`src/design/bpa_pkg.sv`:
```
// Shared types and codes of the bitmap page allocator
`default_nettype none
package bpa_pkg;
  localparam logic [1:0] MODE_ALLOC      = 2'd0;
  localparam logic [1:0] MODE_FREE_PAGE  = 2'd1;
  localparam logic [1:0] MODE_RESERVE    = 2'd2;
  localparam logic [1:0] MODE_FREE_RANGE = 2'd3;

  localparam logic [1:0] ST_DONE    = 2'd0;
  localparam logic [1:0] ST_NO_PAGE = 2'd1;
  localparam logic [1:0] ST_IGNORED = 2'd2;

  localparam logic [2:0] REG_TOTAL  = 3'd0;
  localparam logic [2:0] REG_LOWRES = 3'd1;
  localparam logic [2:0] REG_HA_S   = 3'd2;
  localparam logic [2:0] REG_HA_E   = 3'd3;
  localparam logic [2:0] REG_HB_S   = 3'd4;
  localparam logic [2:0] REG_HB_E   = 3'd5;

  localparam int WORD_BITS = 64;

  // Controller to datapath commands
  typedef struct packed {
    logic load;      // capture the request and derive the page range
    logic rd;        // issue a map read for the current word
    logic wr;        // apply the update to the word just read
    logic done_ld;   // build the result
  } bpa_cmd_t;

  // Datapath to controller status
  typedef struct packed {
    logic range_empty; // no page left in the walk
    logic found;       // alloc hit in the word just read
  } bpa_sts_t;
endpackage
`default_nettype wire

```
`src/design/bpa_ctrl.sv`:
```
// Sequencer for request intake, map word walk and result hand-off
`default_nettype none
module bpa_ctrl
  import bpa_pkg::*;
(
  input  wire logic     clk,
  input  wire logic     rst_n,
  input  wire logic     in_valid,
  output logic          in_ready,
  output logic          out_valid,
  input  wire logic     out_ready,
  input  wire logic     clr_busy,
  input  wire logic     is_alloc,
  input  wire bpa_sts_t sts,
  output bpa_cmd_t      cmd
);
  localparam logic [2:0] S_IDLE = 3'd0;
  localparam logic [2:0] S_CHK  = 3'd1;
  localparam logic [2:0] S_RD   = 3'd2;
  localparam logic [2:0] S_WAIT = 3'd3;
  localparam logic [2:0] S_WR   = 3'd4;
  localparam logic [2:0] S_FIN  = 3'd5;

  logic [2:0] state_r, state_nxt;
  logic       ov_r, ov_nxt;

  // Accept a new transfer only when idle, no result is pending and the clearing pass is over
  assign in_ready  = (state_r == S_IDLE) && !ov_r && !clr_busy;
  assign out_valid = ov_r;

  always_comb begin
    state_nxt = state_r;
    ov_nxt    = ov_r;
    cmd       = '0;
    if (ov_r && out_ready) ov_nxt = 1'b0;
    unique case (state_r)
      S_IDLE: begin
        if (in_valid && in_ready) begin
          cmd.load  = 1'b1;
          state_nxt = S_CHK;
        end
      end
      S_CHK: begin
        if (sts.range_empty) state_nxt = S_FIN;
        else state_nxt = S_RD;
      end
      S_RD: begin
        cmd.rd    = 1'b1;
        state_nxt = S_WAIT;
      end
      S_WAIT: state_nxt = S_WR;
      S_WR: begin
        cmd.wr = 1'b1;
        if (is_alloc && sts.found) state_nxt = S_FIN;
        else state_nxt = S_CHK;
      end
      S_FIN: begin
        cmd.done_ld = 1'b1;
        ov_nxt      = 1'b1;
        state_nxt   = S_IDLE;
      end
      default: state_nxt = S_IDLE;
    endcase
  end

  always_ff @(posedge clk) begin
    if (!rst_n) begin
      state_r <= S_IDLE;
      ov_r    <= 1'b0;
    end else begin
      state_r <= state_nxt;
      ov_r    <= ov_nxt;
    end
  end
endmodule
`default_nettype wire

```
`config.mk`:
```
export PLATFORM = sky130hd
export DESIGN_NAME = bpa_ctrl
export DESIGN_NICKNAME = d
export VERILOG_FILES = /design/src/design/bpa_pkg.sv /design/src/design/bpa_ctrl.sv
export SDC_FILE = /design/constraint.sdc
export NUM_CORES = 1
export LEC_CHECK = 0
export BUFFER_PORTS_ARGS = -buffer_cell sky130_fd_sc_hd__buf_4
export CAP_MARGIN = 25
export CORE_AREA = 5 5 42 44
export DETAILED_ROUTE_END_ITERATION = 12
export DIE_AREA = 0 0 47 49
export HOLD_SLACK_MARGIN = 0.08
export PLACE_DENSITY = 0.51
export SLEW_MARGIN = 25
export SYNTH_ARGS = -nofsm -noshare
export SYNTH_HDL_FRONTEND = slang
export SYNTH_SLANG_ARGS = --single-unit
```
`constraint.sdc`:
```
create_clock -name clk -period 1.3 [get_ports clk]
set_input_delay 0.39 -clock clk [delete_from_list [all_inputs] [get_ports clk]]
set_output_delay 0.39 -clock clk [all_outputs]
set_load 0.1 [all_outputs]
```
; After elaboration in Yosys (flattened, before gate mapping)
; Index checks and enable logic that the tools add are counted.
[word_totals]
ff_bits = 4
latch_bits = 0
mem_bits_rw = 0
rom_bits = 0
input_bits = 8
output_inout_bits = 6
wordCells = 28
mem_count = 0
[op_classes]
n_addsub = 0
multipliers = 0
n_div = 0
magnitude_cmp = 0
n_eq_ne = 6
shift = 0
mux = 11
n_bitwise = 0
reduce_logical = 9
[op_table]
columns = op, count
row1 = one-hot mux 3 bit (5 select lines), 1
row2 = two-way mux 3 bit, 3
row3 = two-way mux 1 bit, 7
row4 = "== test 3 x 2 -> 1 bit, second input constant", 2
row5 = "== test 3 bit, second input constant", 2
row6 = logical AND 1 bit, 5
row7 = "== test 3 x 1 -> 1 bit, second input constant", 1
row8 = zero test 3 bit, 1
row9 = zero test 1 bit, 2
row10 = "inequality test 2 x 1 -> 1 bit, second input constant", 1
row11 = nonzero test 2 bit, 1

; Logic depth before layout (Yosys ltp)
; Gate-level depths: netlist of run 1.
[depth]
ltp_word = 6
ltp_mapped = 4
ltp_nobuf = 3

; Worst setup path before layout of run 1
; Ideal clock, no wire load.
[synth_timing]
path_kind = register -> output
from = reg ov_r (netlist: out_valid)
to = out cmd[3] in the netlist's numbering
arrival_ns = 2.564
t_required_ns = 0.910
slack_ns = -1.654
stages_incl_launch_ff = 4
n_path_buf = 0
cell_sequence = dfxtp_1 > nor2_1 > and3b_1 > and2_1
[synth_rtl]
columns = element, line_no
row1 = start: declaration, bpa_ctrl.sv:25  ; logic ov_r, ov_nxt;
row2 = start signal: assignment, bpa_ctrl.sv:72  ; ov_r <= ov_nxt;
row3 = end: declaration, bpa_ctrl.sv:15  ; output bpa_cmd_t cmd

==> results of run 1 <==
[worst max-delay path, delay by kind of cell, from the launching register on]
| kind | cells | cell delay [ps] |
|---|---|---|
| AND/OR/NAND/NOR | 3 | 450 |
| flip-flops | 1 | 330 |
| buffers and inverters | 1 | 160 |
[cells in the mapped netlist]
library cell	n
a21oi_1	4
a21oi_2	1
and2_1	2
and2b_1	1
and3b_1	2
buf_4	1
buf_6	1
dfxtp_1	4
inv_1	3
nand2_1	1
nand3_1	1
nor2_1	3
nor2b_1	1
nor3_1	1
nor3b_1	1
nor3b_2	1
o21ai_0	1
o32ai_2	1
[metal layers]
layer / global-route usage (%) / vias up
li1: - / 148
met1: 7.018 / 130
met2: 9.050 / 7
met3: 2.583 / 2
met4: 6.912 / 0
met5: 0 / -
[sequential cells by signal, indices dropped and copies added, names as in the netlist]
signal,flops
state_r,3
out_valid,1
[cells in the final DEF, fill, tap and decap left out]
cell type / instances
a21oi_2: 1
o32ai_2: 1
clkbuf_4: 3
nor3b_4: 1
dfxtp_2: 3
nand3_1: 1
clkbuf_1: 1
o21ai_0: 1
and3b_2: 1
nand2_1: 1
dfxtp_4: 1
inv_1: 3
nor2_4: 2
and2_4: 2
buf_12: 6
buf_4: 15
nor3b_1: 1
buf_6: 1
nor2_1: 1
nor3_1: 1
and3b_4: 1
nor2b_1: 1
a21oi_1: 4
and2b_1: 1
[stage by stage]
| stage | hold WS, ps | setup TNS, ps |
|---|---|---|
| floorplan | 467.8 | -1346 |
| global placement | 543.0 | -684.9 |
| CTS | 420.7 | -1198 |
| detailed placement | 536.2 | -687.0 |
| global route | 426.1 | -1360 |
| finish | 420.3 | -1171 |
[cell type report]
class                   count  area [um2]
repair buffers             22       244.0
multi-input cells          21       170.2
fillers                   142       842.1
well taps                  16       20.02
inverters                   3       11.26
flip-flops and latches      4       87.58
clock buffers               4       26.28
[final timing paths]
kind	end	cells after the start
hold reg to reg	state_r[1]$_SDFFE_PN0P_	2
setup reg to reg	out_valid$_SDFFE_PN0P_	5
setup / recovery	cmd[3]	4
hold / removal	state_r[0]$_SDFFE_PN0P_	3
[power by group]
group	internal [mW]	leakage (nW)	switching, mW
clock network	0.116	0.0150	0.0587
registers	0.132	0.0347	0.00820
logic	0.129	0.201	0.151
[kinds of logic (layout without fill, tap and decap cells)]
logic type	Yosys count	in the layout	share of synthesized area, %
flops	4	4	32.16
simple gates	14	14	35.68
buf+inv	5	29	12.06
compound gates	7	7	20.10
[timing repair]
item                       in CTS  in global routing
pin swaps                       3                  5
resized for setup              25                  2
buffers inserted                1                  2
setup endpoints to repair       6                  6
hold buffers                    0                  0
==> metrics.txt, run 1 <==
drt pass-1 iters 2; startpoint types register; synth top area cells dfxtp_1, a21oi_1, and3b_1; crit-path max cell delay 330 ps; core footprint 1401 um2; power density over the cells 1063 nW/um2; final worst-path cycle share 120.7%; crit end category output port; synth-to-layout area growth 124.6%; die height 49 um; CP max FO 2; peak supply drop 0.4035 mV; clk_skew 7.660 ps; top-area cell type share of the netlist area 32.16%; die width 47 um; I/O Pins 14; Synth Warn # 0; Syn Nets 38; Post-Synthesis Cell Area 249.0 um2; Iter 0 DRT Violations 2; met2 routed WL 378 um; Setup crit start state_r[2]$_SDFFE_PN0P_; worst-margin pin slew 216.9 ps; Port-buffer cells 13; Final Util 39.91%; Worst EP arrival 1180 ps; Detail Route met3 WL 33 um; failing checks negative setup slack; critical path, cell by cell nor2_4, and3b_4, and2_4, buf_12; post-DR wirelength/cell 10.07 um; Final #Nets 63; htree depth 1; starting density of the core 17.77%; row count 14; Clock Path Buffers 2; dpl cells 63; max_slew headroom 85.53%; Worst-Skew Late Latency 240 ps; final setup vio count 5; clock-pin slew on the worst setup and hold paths 40 ps; number of clock sinks 4; Critical Path RT 910 ps; Crit Path Class reg -> out; Overall Global Routing Usage 6.615%; Non-Filler Instances 70; Lkg Pwr 0.2505 nW; worst min-delay path category in -> reg; Die Area 2303 um2; post-synthesis cell type count 18; M1 wire length 278 um; gpl congestion 0.7493; Hold Fails Final Rpt 0; routed vias/inst 4.100; register area share after synthesis 32.16%; first-pass GRT wire length 1028 um; RSZ-0062 raised after global routing yes; Min Clock Period, post-route 1570 ps; # DRC 0; vias in the first global route 256; Cells after Synth 30; dpl cell area 412.9 um2; ANT cells 0; vias 287; slowest stage cell, crit path dfxtp_2; # Max-Cap Violations 0; Finished Cell Area 559.3 um2; largest area contributor in the netlist dfxtp_1; Max Used Layer met4; critical hold path startpoint in_valid; Avg Cell Area, Syn 8.300 um2; dpl ws -312.3 ps; CTS Buf Count 3; Slew Limit Fails 0; Root Driver clkbuf_4; r2r startpoint state_r[2]$_SDFFE_PN0P_; final HPWL from detailed placement 531.7 um; layout cells sized above 1 70.37%; antenna violations before repair 0; reg2reg setup slack 200 ps; CTS tree built; grt ovf 0; antenna viol nets, final 0; routed wire length 705 um; post-route worst setup slack -269.6 ps; status finished, violations left; pin count of the biggest net entering global routing 7; Max Fclk 637.1 MHz; FF+latch count, synth 4; Final Power 0.5947 mW
No activity file was read; power rests on OpenSTA's default activity.
==> run 2, diff against run 1 <==
--- a/config.mk
+++ b/config.mk
@@ -7,9 +7,10 @@
 export LEC_CHECK = 0
 export BUFFER_PORTS_ARGS = -buffer_cell sky130_fd_sc_hd__buf_4
 export CAP_MARGIN = 25
-export CORE_AREA = 5 5 42 44
+export CORE_AREA = 2 2 39 41
+export CTS_CLUSTER_SIZE = 24
 export DETAILED_ROUTE_END_ITERATION = 12
-export DIE_AREA = 0 0 47 49
+export DIE_AREA = 0 0 41 43
 export HOLD_SLACK_MARGIN = 0.08
 export PLACE_DENSITY = 0.51
 export SLEW_MARGIN = 25
==> run 2 against run 1 <==
  * Die area decreased by 23%
  * The flow still finishes with violations (negative setup slack)
  * Sequential cell count unchanged
  * Critical path depth decreased by 1
  * Clock power decreased by 4%
  * Global-route usage increased by 3.6 points
  * Clock skew decreased by 1.6 ps
  * Combinational power about the same
  * Largest power group unchanged
  * Register-to-register slack got worse by 20 ps
  * Clock-buffer cell count unchanged
  * Sequential power about the same
  * Highest routed layer unchanged
==> metrics.txt, run 2 (synthesis gave the netlist of run 1 again) <==
status finished, violations left; starting density of the core 17.99%; post-route worst setup slack -258.5 ps; CTS Hold Buffers Added 0; Setup crit start state_r[2]$_SDFFE_PN0P_; # Max-Cap Violations 0; CP max FO 5; max FFs per register 3; drt pass-1 iters 4; power density over the cells 1044 nW/um2; final HPWL from detailed placement 481.5 um; Worst EP arrival 1170 ps; r2r startpoint state_r[2]$_SDFFE_PN0P_; Top reg by flops state_r; Reg2Reg Depth 5; worst r2r dst out_valid$_SDFFE_PN0P_; crit-path max cell delay 340 ps; worst-margin pin slew 229.9 ps; Clock Path Buffers 2; clk_skew 6.036 ps; routed wire length 669 um; die width 41 um; vias in the first global route 270; critical path, cell by cell buf_4, nor3b_4, buf_12; Hold Fails Final Rpt 0; Slew Limit Fails 0; htree depth 1; final worst-path cycle share 119.9%; layout cells sized above 1 70.37%; clock-pin slew on the worst setup and hold paths 40 ps; post-DR wirelength/cell 9.557 um; peak supply drop 0.3930 mV; slowest stage cell, crit path dfxtp_2; RSZ-0062 raised after global routing yes; Fin Setup TNS -1110 ps; ANT cells 0; Lkg Pwr 0.2514 nW; dpl ws -316.9 ps; Non-Filler Instances 70; Final #Nets 63; Overall Global Routing Usage 10.24%; antenna violations before repair 0; number of clock sinks 4; CTS tree built; crit end category output port; Worst-Skew Late Latency 240 ps; core footprint 1384 um2; synth-to-layout area growth 126.1%; antenna viol nets, final 0; Critical Path RT 910 ps; Die Area 1763 um2; CTS Buf Count 3; final setup vio count 5; Root Driver clkbuf_4; routed vias/inst 4.014; reg2reg setup slack 180 ps; vias 281; grt ovf 0; Min Clock Period, post-route 1558 ps; Fin Hold WS 424.2 ps; Final Util 40.69%; I/O Pins 14; most frequent cells in the layout buf_4, buf_12, a21oi_1; Critical Path Sink cmd[1]; first-pass GRT wire length 1076 um; die height 43 um; Port-buffer cells 13; Crit Path Class reg -> out; Max Fclk 641.7 MHz; row count 14; dpl cells 64; worst min-delay path category in -> reg; pin count of the biggest net entering global routing 7; startpoint types register; fill cell count 141; Iter 0 DRT Violations 2; failing checks negative setup slack; gpl congestion 0.7766; max_slew headroom 84.66%; most common cell after layout, fill and taps aside buf_4; # DRC 0
[run 2: cell counts in the layout (fill, tap and decap cells not counted)]
No cell type changed its count.
[run 2: worst min path at each step]
stage / startpoint / to / slack [ps] / cells past startpoint
3_3_place_gp: state_r[2]$_SDFFE_PN0P_ / state_r[1]$_SDFFE_PN0P_ / 550 / 2
6_report: in_valid / state_r[0]$_SDFFE_PN0P_ / 420 / 3
3_5_place_dp: state_r[2]$_SDFFE_PN0P_ / state_r[1]$_SDFFE_PN0P_ / 550 / 2
5_1_grt: in_valid / state_r[0]$_SDFFE_PN0P_ / 420 / 3
2_1_floorplan: state_r[2]$_SDFFE_PN0P_ / state_r[1]$_SDFFE_PN0P_ / 470 / 1
4_1_cts: in_valid / state_r[0]$_SDFFE_PN0P_ / 420 / 3
[run 2: per-stage QoR]
stage          instance area [um2]  power [mW]
2_1_floorplan                269.0      0.2952
3_3_place_gp                 420.4      0.3563
3_5_place_dp                 420.4      0.3573
4_1_cts                      554.3      0.5924
5_1_grt                      563.0      0.6257
6_report                     563.0      0.5876
[run 2: routing by layer]
| metal | track usage [%] | share of wire, % | wire [um] | vias to the layer above |
|---|---|---|---|---|
| met4 | 12.00 | 2.1 | 14 | 0 |
| met5 | 0 | 0 | 0 | - |
| met1 | 9.646 | 39 | 263 | 125 |
| met2 | 14.06 | 55 | 370 | 7 |
| li1 | - | - | - | 147 |
| met3 | 4.712 | 3.1 | 21 | 2 |
[run 2: cell type report]
type	instances	area, um2	area share [%]
clock buffers	4	26.28	4.667
inverters	3	11.26	2.000
multi-input cells	21	170.2	30.22
flip-flops and latches	4	87.58	15.56
well taps	16	20.02	3.556
repair buffers	22	247.7	44.00
[run 2: repair_timing]
item	4_1_cts	5_1_grt
buffers inserted	2	0
pin swaps	2	2
endpoints found under the setup margin	6	6
gates resized for setup	26	2
endpoints found under the hold margin	0	0
[run 2: power breakdown]
part           leakage (nW)  switching (mW)  internal (mW)
sequential           0.0347         0.00899          0.132
clock                0.0150          0.0516          0.115
combinational         0.202           0.151          0.129
total                 0.251           0.212          0.376
[run 2: critical path: cells and delay by family, from the launching register on]
kind,cells,cell delay (ps)
buffers and inverters,2,340
and+or+nand+nor,1,250
DFF,1,340
